==> src/design/rmcc_pkg.sv <==
// Types, constants and helpers shared by the rook magic collision checker.
// No dependencies.
`default_nettype none

package rmcc_pkg;

    localparam int SQ_W     = 6;
    localparam int WORD_W   = 64;
    localparam int BITS_W   = 4;
    localparam int MAX_BITS = 12;
    localparam int STEP_W   = 12;
    localparam int TERM_W   = 4;
    localparam int EPOCH_W  = 4;

    localparam logic [WORD_W-1:0] FILE_A_BITS = 64'h0101010101010101;
    localparam logic [WORD_W-1:0] FILE_H_BITS = 64'h8080808080808080;
    localparam logic [WORD_W-1:0] RANK_1_BITS = 64'h00000000000000FF;
    localparam logic [WORD_W-1:0] RANK_8_BITS = 64'hFF00000000000000;
    localparam logic [BITS_W-1:0] FULL_MASK_BITS = 4'd14;

    localparam logic [EPOCH_W-1:0] EPOCH_FIRST = 4'd1;
    localparam logic [EPOCH_W-1:0] EPOCH_LAST  = 4'd15;

    typedef enum logic [2:0] {
        ST_CLEAR,
        ST_IDLE,
        ST_SCAN,
        ST_RUN,
        ST_DRAIN,
        ST_DONE
    } state_t;

    typedef struct packed {
        logic load;
        logic scan;
        logic start;
        logic run;
    } step_ctrl_t;

    typedef struct packed {
        logic scan_done;
        logic last;
    } step_stat_t;

    typedef struct packed {
        logic issue;
        logic clear;
    } seen_ctrl_t;

    // trailing zero count of a 12-bit value; zero input gives 0
    function automatic logic [TERM_W-1:0] ctz12(input logic [STEP_W-1:0] v);
        logic [TERM_W-1:0] r;
        r = '0;
        for (int i = STEP_W - 1; i >= 0; i--)
        begin
            if (v[i])
            begin
                r = TERM_W'(i);
            end
        end
        return r;
    endfunction

endpackage

`default_nettype wire

==> src/design/rmcc_mask.sv <==
// Rook relevant-occupancy mask and its bit count for one square.
// Depends on rmcc_pkg.
`default_nettype none

module rmcc_mask
    import rmcc_pkg::*;
(
    input  wire logic [SQ_W-1:0]   square,
    output logic      [WORD_W-1:0] mask,
    output logic      [BITS_W-1:0] bits
);

    logic [2:0]        rank;
    logic [2:0]        file;
    logic [WORD_W-1:0] here;
    logic [WORD_W-1:0] edges;
    logic [WORD_W-1:0] line;
    logic [BITS_W-1:0] removed;

    always_comb
    begin
        rank    = square[5:3];
        file    = square[2:0];
        here    = WORD_W'(1) << square;
        edges   = '0;
        removed = '0;
        if (file != 3'd0)
        begin
            edges   = edges | FILE_A_BITS;
            removed = removed + 4'd1;
        end
        if (file != 3'd7)
        begin
            edges   = edges | FILE_H_BITS;
            removed = removed + 4'd1;
        end
        if (rank != 3'd0)
        begin
            edges   = edges | RANK_1_BITS;
            removed = removed + 4'd1;
        end
        if (rank != 3'd7)
        begin
            edges   = edges | RANK_8_BITS;
            removed = removed + 4'd1;
        end
        line = (RANK_1_BITS << {rank, 3'b000}) | (FILE_A_BITS << file);
        mask = line & ~edges & ~here;
        bits = FULL_MASK_BITS - removed;
    end

endmodule

`default_nettype wire

==> config.mk <==
export PLATFORM = sky130hd
export DESIGN_NAME = rmcc_mask
export DESIGN_NICKNAME = d
export VERILOG_FILES = /design/src/design/rmcc_pkg.sv /design/src/design/rmcc_mask.sv
export SDC_FILE = /design/constraint.sdc
export NUM_CORES = 1
export LEC_CHECK = 0
export BUFFER_PORTS_ARGS = -buffer_cell sky130_fd_sc_hd__buf_2
export CORE_MARGIN = 2
export CORE_UTILIZATION = 35
export DETAILED_ROUTE_END_ITERATION = 6
export GPL_TIMING_DRIVEN = 1
export PLACE_DENSITY = 0.77
export SYNTH_ARGS = -nofsm -noshare
export SYNTH_HDL_FRONTEND = slang
export SYNTH_SLANG_ARGS = --single-unit
export TNS_END_PERCENT = 1
==> constraint.sdc <==
create_clock -name vclk -period 2.2
set_input_delay 0.11 -clock vclk [all_inputs]
set_output_delay 0.11 -clock vclk [all_outputs]
set_load 0.01 [all_outputs]
==> metrics <==
status complete, no violations; residual DRC count 0; Seq cells 0; unrepaired setup endpoints after global routing no; hold wc startpoint square[1]; Placed Cells 208; Mapped Area 791 um^2; Post-CTS Repair Setup Buffers 0; maximum fanout along the worst path 8; largest family of logic cells by synthesized area XOR/XNOR gates; share of cells above drive strength 1 0.467; final setup TNS 0 ps; arrival time worst endpoint 1890 ps; Synth Area in Adders 0.0316; Antenna Cells 0; clkbuf count 0; I/O pin cnt 74; hold depth 4; fin area 1130 um^2; Post-DP Area 1130 um^2; Slew Limit Fails 0; vias in the first global route 688; Avg Cell Area, Syn 6.76 um^2; largest net degree at the start of global routing 11; cell taking the most area after synthesis xnor2_1; DR vias 906; P&R area growth vs syn 43.5%; hpwl dp 1.91 mm; class of the most critical setup path in2out; Unique masters post-synth 22; Post-CTS Hold Fix Bufs 0; die width 51.5 um; WHS Endpoint mask[5]; top post-synthesis cells by area xnor2_1 (25%), xor2_1 (17%), nor2_1 (8.5%), buf_2 (7.0%), buf_6 (5.7%); register area 0 um^2; Post-Synthesis Cells 117; RePlAce Congestion 0.803; Power, Total 0.262 mW; worst min-delay path class in2out; xor/xnor share of the synthesized area 0.421; total gr overflow 0; Routed Antenna Nets 0; share of the synthesized area in the top cell type 0.255; complex-gate fraction of the synthesized area 0.00949; Cell Rows 17; minimum clock period 2000 ps; IO buf count 70; register area share after synthesis 0; post_cts resized 0; Die ar. 2660 um^2; Nets 190; static leakage 0.713 nW; Core ar. 2170 um^2; mux contribution to synthesized area 0; final non-filler cell total 208; vias per inst 4.36; final wirelength 2.22 mm; Critical Path End Type output port; global-route wire length before repair 3.39 mm; wire length per cell 10.7 um; Total GRT Usage 0.158; post-synthesis simple-gate area fraction 0.348; PwrDens 231 nW/um^2; Ys Warns 0; period utilization 0.909; f_max 500 MHz; final hold violations 0; Max-cap violations 0; DR pass1 iterations 4; Max VDD drop 0.000118 V; endpoints failing setup 0; initial antenna violation count 0; Startpoint Class input port; final core occ 0.523; Crit path required time 2090 ps; Die Span Y 51.5 um; initial DRC count 19; Initial Util 0.364
-- cells in the mapped netlist, types with 2 or more instances --
| cell | n |
|---|---|
| buf_2 | 11 |
| nor2_1 | 18 |
| nor2b_1 | 6 |
| nor3b_1 | 6 |
| and2b_1 | 2 |
| clkbuf_1 | 2 |
| xor2_1 | 15 |
| nand2_1 | 6 |
| buf_6 | 4 |
| buf_4 | 4 |
| nand3b_1 | 4 |
| xnor2_1 | 23 |
| or2_2 | 2 |
| ha_1 | 2 |
| nand3_1 | 4 |
| or3_1 | 2 |
-- routing by layer --
metal,up-vias,share of wire,track usage
li1,473,-,-
met1,399,0.43,0.204
met2,34,0.52,0.308
met3,0,0.057,0.00287
met4,0,0,0
met5,-,0,0
-- kinds of logic after synthesis --
| kind of cell | Yosys count |
|---|---|
| AO/OA/AOI/OAI | 1 |
| AND/OR/NAND/NOR | 52 |
| buffers and inverters | 23 |
| adder cells (fa/ha/maj) | 2 |
| XOR/XNOR | 38 |
| other | 1 |
-- worst max-delay path: stages --
cell      delay [ps]
buf_2            140
or3_1            470
a21o_1           220
ha_1             300
nand2b_1         140
ha_1             210
xor2_1           150
buf_2            140
-- area by class of cell --
cell class,instances,area [um^2]
repair buffers,82,440
well taps,28,35.0
fillers,237,1030
multi-input cells,97,656
inverters,1,3.75
-- cells in the final DEF (no fill, tap or decap), drive strengths merged, types with 2 or more instances in the layout --
cell type   n
and2b       2
buf        82
conb        4
ha          2
nand2       6
nand3       4
nand3b      4
nor2       18
nor2b       6
nor3b       6
or2         2
or3         2
xnor2      23
xor2       15
-- metrics by stage --
step | hold WS (ps) | setup WS, ps
floorplan | 484 | 312
global placement | 723 | 240
detailed placement | 714 | 198
CTS | 720 | 199
global route | 769 | 121
finish | 718 | 200
-- power breakdown --
| part | switching [mW] | total (mW) | internal, mW |
|---|---|---|---|
| clock network | 0 | 0 | 0 |
| logic | 0.145 | 0.262 | 0.117 |
| registers | 0 | 0 | 0 |
| total | 0.145 | 0.262 | 0.117 |
-- worst max path at each step --
stage               from  depth (start not counted)  endpoint  slack, ps
2_1_floorplan  square[4]                          8   bits[2]        310
3_3_place_gp   square[1]                          8   bits[2]        240
3_5_place_dp   square[3]                          8   bits[2]        200
4_1_cts        square[3]                          8   bits[2]        200
5_1_grt        square[3]                          9   bits[2]        120
6_report       square[3]                          8   bits[2]        200
No activity file was read; power rests on OpenSTA's default activity.
