### config.mk
export PLATFORM = sky130hd
export DESIGN_NAME = rmcc_step
export DESIGN_NICKNAME = d
export VERILOG_FILES = /design/src/design/rmcc_pkg.sv /design/src/design/rmcc_step.sv
export SDC_FILE = /design/constraint.sdc
export NUM_CORES = 1
export LEC_CHECK = 0
export ABC_AREA = 1
export BUFFER_PORTS_ARGS = -buffer_cell sky130_fd_sc_hd__buf_2
export CORE_MARGIN = 1.5
export CORE_UTILIZATION = 50
export CTS_BUF_LIST = sky130_fd_sc_hd__clkbuf_16
export CTS_CLUSTER_DIAMETER = 200
export DETAILED_ROUTE_END_ITERATION = 10
export GPL_TIMING_DRIVEN = 1
export PLACE_DENSITY = 0.71
export SYNTH_ARGS = -nofsm -noshare
export SYNTH_HDL_FRONTEND = slang
export SYNTH_SLANG_ARGS = --single-unit
### constraint.sdc
create_clock -name clk -period 6.1 [get_ports clk]
set_clock_uncertainty 0.15 [all_clocks]
set_input_delay 0.305 -clock clk [delete_from_list [all_inputs] [get_ports clk]]
set_output_delay 0.305 -clock clk [all_outputs]
set_load 0.03 [all_outputs]
### src/design/rmcc_pkg.sv
// Types, constants and helpers shared by the rook magic collision checker.
// No dependencies.
`default_nettype none

package rmcc_pkg;

    localparam int SQ_W     = 6;
    localparam int WORD_W   = 64;
    localparam int BITS_W   = 4;
    localparam int MAX_BITS = 12;
    localparam int STEP_W   = 12;
    localparam int TERM_W   = 4;
    localparam int EPOCH_W  = 4;

    localparam logic [WORD_W-1:0] FILE_A_BITS = 64'h0101010101010101;
    localparam logic [WORD_W-1:0] FILE_H_BITS = 64'h8080808080808080;
    localparam logic [WORD_W-1:0] RANK_1_BITS = 64'h00000000000000FF;
    localparam logic [WORD_W-1:0] RANK_8_BITS = 64'hFF00000000000000;
    localparam logic [BITS_W-1:0] FULL_MASK_BITS = 4'd14;

    localparam logic [EPOCH_W-1:0] EPOCH_FIRST = 4'd1;
    localparam logic [EPOCH_W-1:0] EPOCH_LAST  = 4'd15;

    typedef enum logic [2:0] {
        ST_CLEAR,
        ST_IDLE,
        ST_SCAN,
        ST_RUN,
        ST_DRAIN,
        ST_DONE
    } state_t;

    typedef struct packed {
        logic load;
        logic scan;
        logic start;
        logic run;
    } step_ctrl_t;

    typedef struct packed {
        logic scan_done;
        logic last;
    } step_stat_t;

    typedef struct packed {
        logic issue;
        logic clear;
    } seen_ctrl_t;

    // trailing zero count of a 12-bit value; zero input gives 0
    function automatic logic [TERM_W-1:0] ctz12(input logic [STEP_W-1:0] v);
        logic [TERM_W-1:0] r;
        r = '0;
        for (int i = STEP_W - 1; i >= 0; i--)
        begin
            if (v[i])
            begin
                r = TERM_W'(i);
            end
        end
        return r;
    endfunction

endpackage

`default_nettype wire

### src/design/rmcc_step.sv
// Subset product unit: walks mask subsets in Gray-code order, so each step is
// one 64-bit add or subtract of a shifted candidate. Depends on rmcc_pkg.
`default_nettype none

module rmcc_step
    import rmcc_pkg::*;
(
    input  wire logic                clk,
    input  wire logic                rst_n,
    input  wire step_ctrl_t          ctrl,
    input  wire logic [WORD_W-1:0]   candidate,
    input  wire logic [WORD_W-1:0]   mask,
    input  wire logic [BITS_W-1:0]   bits,
    output step_stat_t               stat,
    output logic      [MAX_BITS-1:0] idx
);

    logic [WORD_W-1:0] term_reg [MAX_BITS];
    logic [TERM_W-1:0] fill_reg;
    logic [WORD_W-1:0] cand_sh_reg;
    logic [WORD_W-1:0] mask_sh_reg;
    logic [STEP_W-1:0] step_reg;
    logic [WORD_W-1:0] product_reg;
    logic [WORD_W-1:0] add_reg;
    logic              neg_reg;

    logic [STEP_W:0]   nxt_flip;
    logic [TERM_W-1:0] flip_pos;
    logic [TERM_W-1:0] flip_pos1;
    logic [STEP_W-1:0] last_step;
    logic [MAX_BITS-1:0] prod_top;

    // flip for step k+1 -> k+2: bit ctz(k+2); it is set afterwards when bit above is 0
    always_comb
    begin
        nxt_flip  = {1'b0, step_reg} + (STEP_W+1)'(2);
        flip_pos  = ctz12(nxt_flip[STEP_W-1:0]);
        flip_pos1 = flip_pos + TERM_W'(1);
        last_step = STEP_W'(((STEP_W+1)'(1) << bits) - (STEP_W+1)'(1));
        prod_top  = product_reg[WORD_W-1 -: MAX_BITS];
        idx       = prod_top >> (BITS_W'(MAX_BITS) - bits);
        stat.scan_done = (mask_sh_reg == '0);
        stat.last      = (step_reg == last_step);
    end

    always_ff @(posedge clk)
    begin
        if (ctrl.load)
        begin
            cand_sh_reg <= candidate;
            mask_sh_reg <= mask;
        end
        else if (ctrl.scan)
        begin
            if (mask_sh_reg[0])
            begin
                term_reg[fill_reg[TERM_W-1:0]] <= cand_sh_reg;
            end
            cand_sh_reg <= cand_sh_reg << 1;
            mask_sh_reg <= mask_sh_reg >> 1;
        end
    end

    always_ff @(posedge clk or negedge rst_n)
    begin
        if (!rst_n)
        begin
            fill_reg <= '0;
            step_reg <= '0;
        end
        else if (ctrl.load)
        begin
            fill_reg <= '0;
        end
        else if (ctrl.scan)
        begin
            if (mask_sh_reg[0])
            begin
                fill_reg <= fill_reg + TERM_W'(1);
            end
        end
        else if (ctrl.start)
        begin
            step_reg <= '0;
        end
        else if (ctrl.run)
        begin
            step_reg <= step_reg + STEP_W'(1);
        end
    end

    always_ff @(posedge clk)
    begin
        if (ctrl.start)
        begin
            product_reg <= '0;
            add_reg     <= term_reg[0];
            neg_reg     <= 1'b0;
        end
        else if (ctrl.run)
        begin
            product_reg <= neg_reg ? (product_reg - add_reg) : (product_reg + add_reg);
            add_reg     <= term_reg[flip_pos];
            neg_reg     <= nxt_flip[flip_pos1];
        end
    end

endmodule

`default_nettype wire

==> results.json, run 1 <==
{
  "portBuffers": 151,
  "cts_tree": "built",
  "finalSetupTns_ns": 0,
  "drt-total-wl_um": 137000,
  "relSlewSlack_pct": 19.9,
  "slew_violations": 0,
  "r2r_slack_ns": 0.99,
  "internal_power_w": 0.0136,
  "fin_nets": 5870,
  "dieArea_mm2": 0.105,
  "final_common_cell": "nand2_1",
  "grt_setup_unrepaired": "no",
  "place.gp.congestion": 0.932,
  "p_seq_share_pct": 42.7,
  "ys_seq_area_share_pct": 59.5,
  "clock.fmax_mhz": 196,
  "power.switching_w": 0.00674,
  "fp-row-count": 117,
  "grt_pass1_vias": 37600,
  "grtUsageTotal_pct": 26.1,
  "worstPathRequired_ns": 6.60,
  "synth_cell_types": 50,
  "leakage_nw": 24.9,
  "power_frac_clock_pct": 31.3,
  "met1_usage_pct": 36.4,
  "hold_path_end": "cand_sh_reg[62]$_DFFE_PN_",
  "syn_to_final_growth_pct": 13.4,
  "numCtsBuffers": 105,
  "hold_start": "ctrl[3]",
  "viasPerCell": 5.54,
  "power.share.combinational_pct": 26.0,
  "worstSkewPairLatency_ns": 0.71,
  "core-area_mm2": 0.102,
  "r2r_cells": 27,
  "worstMarginPinSlew_ns": 1.20,
  "detailedPlacementHpwl_um": 78500,
  "ioPinCount": 152,
  "grt_pass1_wl_um": 212000,
  "synth_warnings": 0,
  "status": "complete, no violations",
  "largest_register_ffs": 768,
  "setup_violations": 0,
  "start_kind": "flip-flop",
  "crit_family": "simple AND/OR/NAND/NOR gates",
  "cts_hold_buffers": 142,
  "drive_above_1_share_pct": 7.04,
  "rr_endpoint": "product_reg[53]$_SDFFE_PP0P_",
  "syn_area_per_cell_um2": 9.38,
  "dr.pass1.iters": 6,
  "r2r-start": "add_reg[4]$_DFFE_PN_",
  "layout_common_cells": "nand2_1, nand3_1, edfxtp_1",
  "die_y_um": 323,
  "hold_path.class": "in2reg",
  "hold_path_depth": 3,
  "maxCapViolCount": 0,
  "start_util_pct": 50.4,
  "ctsLongestPathBuffers": 3,
  "timing.final.crit_share_pct": 83.8,
  "finalHoldViolCount": 0,
  "cts.htree.levels": 3,
  "max-vdd-ir-drop_mv": 0.246,
  "ys_ff_latch": 1041,
  "syn_inst": 5466,
  "drc": 0,
  "drt_iter0_markers": 4248,
  "globalRoute.totalOverflow": 0,
  "min_period_ns": 5.11,
  "gr-usage-met2_pct": 42.4,
  "top_usage_layer": "met2",
  "cts_resized": 0,
  "wl_per_cell_um": 19.2,
  "cpPeakStageDelay_ns": 0.58,
  "total_power_w": 0.0203,
  "crit_type": "reg2reg",
  "syn-cell-area_mm2": 0.0513,
  "cp_slowest_cell": "nor4_1",
  "post_cts_buffers": 0,
  "path_clk_slew_ns": 0.06,
  "antenna_left": 0,
  "path_buf_inv": 5,
  "grt_max_degree": 135,
  "powerDensity_mw_per_mm2": 349,
  "antenna_found_initial": 1,
  "worstPathArrival_ns": 5.61,
  "die_w_um": 323,
  "netSwitchingFraction_pct": 33.2,
  "grt.met3_usage_pct": 3.36,
  "cp_max_fo": 5,
  "clock-sinks": 1041,
  "n_fill_cell": 8334,
  "syn_nets": 5684,
  "vias": 39300,
  "clock-root-buffer": "clkbuf_16",
  "crit_path_end_kind": "flip-flop"
}
## power by group through the flow
stage | clock, W | combinational, W | sequential (W)
3_5_place_dp | 0 | 0.00509 | 0.00882
5_1_grt | 0.00671 | 0.00590 | 0.00873
4_1_cts | 0.00642 | 0.00520 | 0.00867
6_report | 0.00636 | 0.00527 | 0.00868
3_3_place_gp | 0 | 0.00504 | 0.00881
2_1_floorplan | 0 | 0.00379 | 0.00867
## worst reg2reg max path, stage by stage, from the launching register on
cell      delay (ns)
edfxtp_1        0.41
nor2_1          0.15
nand4_1         0.16
nor4_1          0.34
nand3_1         0.18
inv_1           0.18
nand2_1         0.13
nor2_1          0.18
inv_1           0.10
nor2_1          0.22
nand3_1         0.13
nand2_1         0.16
o21ai_0         0.16
xor2_1          0.18
inv_1           0.06
ha_1            0.36
nand2_1         0.12
nor2_1          0.10
inv_1           0.08
nor4_1          0.58
o21ai_0         0.19
nand3_1         0.25
nand2_1         0.08
o21bai_1        0.16
a21oi_1         0.08
o21ai_0         0.10
nand2_1         0.07
inv_1           0.05
## per-stage QoR
| stage | hold slack [ns] | setup slack, ns | area, um^2 | instances | util, % |
|---|---|---|---|---|---|
| after floorplan | -0.141 | 0.142 | 51300 | 5466 | - |
| after global placement | 0.142 | 1.21 | 53300 | 6771 | 52.4 |
| after detailed placement | 0.142 | 1.12 | 53300 | 6771 | 52.4 |
| after CTS | 0.0232 | 1.06 | 58200 | 7104 | 57.2 |
| after global routing | 0.0605 | 0.424 | 58200 | 7105 | 57.2 |
| final | 0.0984 | 0.985 | 58200 | 7105 | 57.2 |
## synthesized netlist by cell type, drive strengths merged
cell	n	share of area, %
nor3	44	0.43
o211ai	9	0.13
fa	1	0.039
edfxtp	960	56
or4	1	0.015
o21a	6	0.088
xor2	92	1.6
or2	6	0.073
a31oi	41	0.50
a211oi	5	0.073
o21ai	180	1.8
nand2	1152	8.4
nor2	252	1.9
clkbuf	118	0.86
a21boi	5	0.073
a21o	7	0.10
a31o	2	0.034
o221ai	1	0.017
dfxtp	65	2.5
o32ai	2	0.034
a21oi	197	1.9
a41oi	1	0.017
buf	155	1.5
and2	2	0.024
nand3	1031	10
nor4	42	0.51
o21bai	4	0.059
inv	841	6.2
ha	79	1.9
o41ai	1	0.017
xnor2	40	0.68
nand4	19	0.23
or3	1	0.012
o31ai	2	0.029
nor3b	1	0.015
nor4b	1	0.017
dfrtp	16	0.78
o2111ai	2	0.034
o22ai	7	0.085
a221oi	1	0.017
and3	4	0.049
nand3b	65	0.95
clkinv	5	0.037
## layer usage
metal  routed length, um  up-vias  share of wire [%]
met3               11000      259                8.0
li1                    -    18700                  -
met1               58300    18700                 43
met2               63900     1681                 47
met4                3560        0                2.6
met5                   0        -                  0
## how the worst max path moves through the flow
stage	from	end	slack (ns)	cells past startpoint
6_report	add_reg[4]$_DFFE_PN_	product_reg[53]$_SDFFE_PP0P_	0.99	27
5_1_grt	add_reg[4]$_DFFE_PN_	product_reg[60]$_SDFFE_PP0P_	0.42	30
4_1_cts	add_reg[3]$_DFFE_PN_	product_reg[60]$_SDFFE_PP0P_	1.06	30
3_5_place_dp	add_reg[0]$_DFFE_PN_	product_reg[63]$_SDFFE_PP0P_	1.12	28
3_3_place_gp	add_reg[0]$_DFFE_PN_	product_reg[63]$_SDFFE_PP0P_	1.21	28
2_1_floorplan	ctrl[3]	term_reg[4][0]$_DFFE_PP_	0.14	5
## area by class of cell
class | instances | area, um^2 | area share [%]
Sequential cell | 1041 | 30500 | 52.5
Multi-Input combinational cell | 3306 | 16500 | 28.4
Inverter | 846 | 3200 | 5.50
Timing Repair Buffer | 352 | 2840 | 4.87
Clock buffer | 106 | 2650 | 4.56
Tap cell | 1368 | 1710 | 2.94
Clock inverter | 85 | 734 | 1.26
Antenna cell | 1 | 2.50 | 0.00430
## cell families (layout without fill, tap and decap cells)
logic type / after synthesis / in the layout / share of synthesized area, %
xor gates and xnor gates: 132 / 132 / 2.27
DFF: 1041 / 1041 / 59.5
buffers and inverters: 1119 / 1389 / 8.55
AOI/OAI and AO/OA: 473 / 473 / 4.99
other: 0 / 1 / 0
and+or+nand+nor: 2621 / 2621 / 22.7
adders and majority gates: 80 / 80 / 1.97
Note: power is estimated with default switching activity, not from simulation.
==> inputs of run 2 (changes only) <==
--- a/config.mk
+++ b/config.mk
@@ -5,7 +5,7 @@
 export SDC_FILE = /design/constraint.sdc
 export NUM_CORES = 1
 export LEC_CHECK = 0
-export ABC_AREA = 1
+export ABC_AREA = 0
 export BUFFER_PORTS_ARGS = -buffer_cell sky130_fd_sc_hd__buf_2
 export CORE_MARGIN = 1.5
 export CORE_UTILIZATION = 50
@@ -13,7 +13,7 @@
 export CTS_CLUSTER_DIAMETER = 200
 export DETAILED_ROUTE_END_ITERATION = 10
 export GPL_TIMING_DRIVEN = 1
-export PLACE_DENSITY = 0.71
+export PLACE_DENSITY = 0.68
 export SYNTH_ARGS = -nofsm -noshare
 export SYNTH_HDL_FRONTEND = slang
 export SYNTH_SLANG_ARGS = --single-unit
==> constraint.sdc (replaced) <==
create_clock -name clk -period 5.2 [get_ports clk]
set_clock_uncertainty 0.15 [all_clocks]
set_input_delay 0.26 -clock clk [delete_from_list [all_inputs] [get_ports clk]]
set_output_delay 0.26 -clock clk [all_outputs]
set_load 0.03 [all_outputs]
==> run 2 against run 1 <==
First-iteration DRC count is 45% lower. Synthesized cell count decreased by 47%. Clock power is 10% higher. Final cell count is 36% lower. Synthesized area shrank 10%. Via count is 31% lower. Highest routed layer is now met5.
==> results.json, run 2 <==
{
  "core-area_mm2": 0.0915,
  "drc": 0,
  "ys.flop_type": "edfxtp_1",
  "worstSkewPairLatency_ns": 0.67,
  "wl_met2_um": 53700,
  "crit_path_end_kind": "flip-flop",
  "synth_top_area_share_pct": 62.5,
  "vias": 27200,
  "max-vdd-ir-drop_mv": 0.456,
  "die_y_um": 307,
  "syn_nets": 3130,
  "ys_ff_latch": 1041,
  "ioPinCount": 152,
  "rr_endpoint": "product_reg[63]$_SDFFE_PP0P_",
  "syn-cell-area_mm2": 0.0461,
  "wl_per_cell_um": 24.2,
  "cts.htree.levels": 3,
  "grtUsageTotal_pct": 23.2,
  "dp.cells": 4178,
  "clock-sinks": 1041,
  "start_kind": "flip-flop",
  "worstMarginPinSlew_ns": 1.15,
  "worstPathRequired_ns": 5.60,
  "syn_area_per_cell_um2": 15.8,
  "start_util_pct": 50.4,
  "viasPerCell": 6.02,
  "fin_nets": 3460,
  "fin_cells": 4513,
  "grt_max_degree": 107,
  "fp-row-count": 111,
  "setup_violations": 0,
  "slew_violations": 0,
  "synth_most_common_cell": "edfxtp_1",
  "final_common_cell": "edfxtp_1",
  "place.gp.congestion": 0.881,
  "synth_cell_types": 91,
  "cp_max_fo": 3,
  "grt_pass1_wl_um": 166000,
  "n_fill_cell": 6796,
  "hold_path.class": "in2reg",
  "regArea_mm2": 0.0305,
  "portBuffers": 151,
  "grt_pass1_vias": 28000,
  "wl_met1_um": 46700,
  "drive_above_1_share_pct": 23.2,
  "r2r-start": "add_reg[31]$_DFFE_PN_",
  "maxCapViolCount": 0,
  "synth_warnings": 0,
  "worstPathArrival_ns": 5.42,
  "globalRoute.totalOverflow": 0,
  "hold_path_end": "cand_sh_reg[13]$_DFFE_PN_",
  "syn_inst": 2912,
  "clock-root-buffer": "clkbuf_16",
  "final_util_pct": 58.2,
  "dieArea_mm2": 0.0941,
  "drt-total-wl_um": 109000,
  "yosysTopAreaCell": "edfxtp_1",
  "relSlewSlack_pct": 23.0,
  "numCtsBuffers": 100,
  "dr.pass1.iters": 5,
  "timing.final.crit_share_pct": 96.5,
  "topRoutingLayerUsed": "met5",
  "largest_register_ffs": 768,
  "path_clk_slew_ns": 0.06,
  "r2r_cells": 19,
  "detailedPlacementHpwl_um": 62100,
  "ys_seq_area_share_pct": 66.2,
  "total_power_w": 0.0268,
  "leakage_nw": 18.5,
  "async_flop_share_pct": 1.54,
  "status": "complete, no violations",
  "antenna_found_initial": 2,
  "synthTopCellsByArea": "edfxtp_1, mux4_2, mux2_2",
  "synth_edf_count": 960,
  "powerDensity_mw_per_mm2": 503,
  "clock.fmax_mhz": 199,
  "drt_iter0_markers": 2343,
  "syn_to_final_growth_pct": 15.5,
  "routed-wl-met3_um": 6620,
  "r2r_slack_ns": 0.18,
  "hold_path_depth": 2,
  "min_period_ns": 5.02,
  "layout_common_cells": "edfxtp_1, mux4_2, nand2_1",
  "ctsLongestPathBuffers": 3,
  "cts_tree": "built",
  "antenna_left": 0,
  "synth_commonest_cells": "edfxtp_1, mux4_2, nand2_1",
  "hold_start": "ctrl[3]",
  "multi_input_area_mm2": 0.0149,
  "crit_type": "reg2reg",
  "die_w_um": 307,
  "finalHoldViolCount": 0
}
==> run 2: cell types whose count changed in the layout (fill, tap and decap cells not counted), sizes merged, moves of 47 or more <==
cell | previous run | this run
a22oi | 0 | 131
nand3b | 65 | 2
nor2 | 252 | 150
mux2i | 0 | 47
a21oi | 197 | 140
xor2 | 92 | 33
mux4 | 0 | 194
o21ai | 180 | 77
mux2 | 0 | 133
nand2 | 1152 | 173
inv | 860 | 72
nand3 | 1031 | 35
xnor2 | 40 | 115
==> run 2: routing by layer <==
| metal | vias up | GRT usage (%) |
|---|---|---|
| li1 | 12200 | - |
| met4 | 2 | 5.40 |
| met2 | 923 | 38.6 |
| met5 | - | 0 |
| met1 | 13900 | 32.3 |
| met3 | 153 | 3.60 |
==> run 2: kinds of logic after synthesis <==
logic type      synth area share [%]
fa+ha+maj                       2.19
buf+inv                         1.87
simple gates                    5.71
mux                             13.7
xor+xnor                        2.83
compound gates                  7.46
flops                           66.2
==> run 2: how the worst max path moves through the flow <==
stage                                     start                      endpoint  slack (ns)  cells past startpoint
after floorplan                         ctrl[3]  cand_sh_reg[0]$_SDFFCE_PN0N_        0.09                      4
after global placement    add_reg[13]$_DFFE_PN_  product_reg[63]$_SDFFE_PP0P_        0.06                     20
after detailed placement  add_reg[13]$_DFFE_PN_  product_reg[63]$_SDFFE_PP0P_        0.05                     20
after CTS                 add_reg[13]$_DFFE_PN_  product_reg[63]$_SDFFE_PP0P_        0.03                     20
after global routing      add_reg[31]$_DFFE_PN_  product_reg[63]$_SDFFE_PP0P_       -0.02                     19
final                     add_reg[31]$_DFFE_PN_  product_reg[63]$_SDFFE_PP0P_        0.18                     19
==> run 2: area by class of cell <==
cell class / instances / share of cell area, %
Clock inverter: 82 / 1.05
Antenna cell: 1 / 0.00470
Clock buffer: 104 / 4.88
Inverter: 47 / 0.340
Tap cell: 1186 / 2.78
Multi-Input combinational cell: 1671 / 28.0
Sequential cell: 1041 / 57.3
Timing Repair Buffer: 381 / 5.64
==> run 2: worst max-delay path, stage by stage, from the launching register on <==
cell	delay [ns]
edfxtp_1	0.38
or3_1	0.42
or4_4	0.42
or3_1	0.37
nor3_2	0.25
a21oi_1	0.12
xnor2_1	0.19
ha_1	0.27
a21o_1	0.19
o21bai_1	0.17
a221o_1	0.37
a211oi_2	0.26
o31ai_1	0.12
a221oi_1	0.27
o31ai_1	0.11
buf_4	0.17
a21o_2	0.20
xnor2_2	0.17
a21oi_1	0.08
a31o_1	0.21
==> run 2: per-stage QoR <==
stage	setup WS (ns)	TNS [ns]	hold slack [ns]	cell area, um^2
final	0.184	0	0.0655	53300
after floorplan	0.0863	0	-0.186	46100
after CTS	0.0254	0	0.00205	53200
after detailed placement	0.0475	0	0.100	48500
after global routing	-0.0198	-0.0204	0.0304	53300
after global placement	0.0621	0	0.0942	48500
==> run 2: power by group <==
group / switching (W) / internal [W] / total (W)
Combinational: 0.00503 / 0.00432 / 0.00935
Clock: 0.00310 / 0.00392 / 0.00702
Sequential: 0.000578 / 0.00986 / 0.0104
==> run 2: what timing repair did <==
action	CTS	global route
endpoints found under the hold margin	175	0
setup buffers	0	2
hold buffers	146	0
endpoints found under the setup margin	0	18
gates resized for setup	0	27
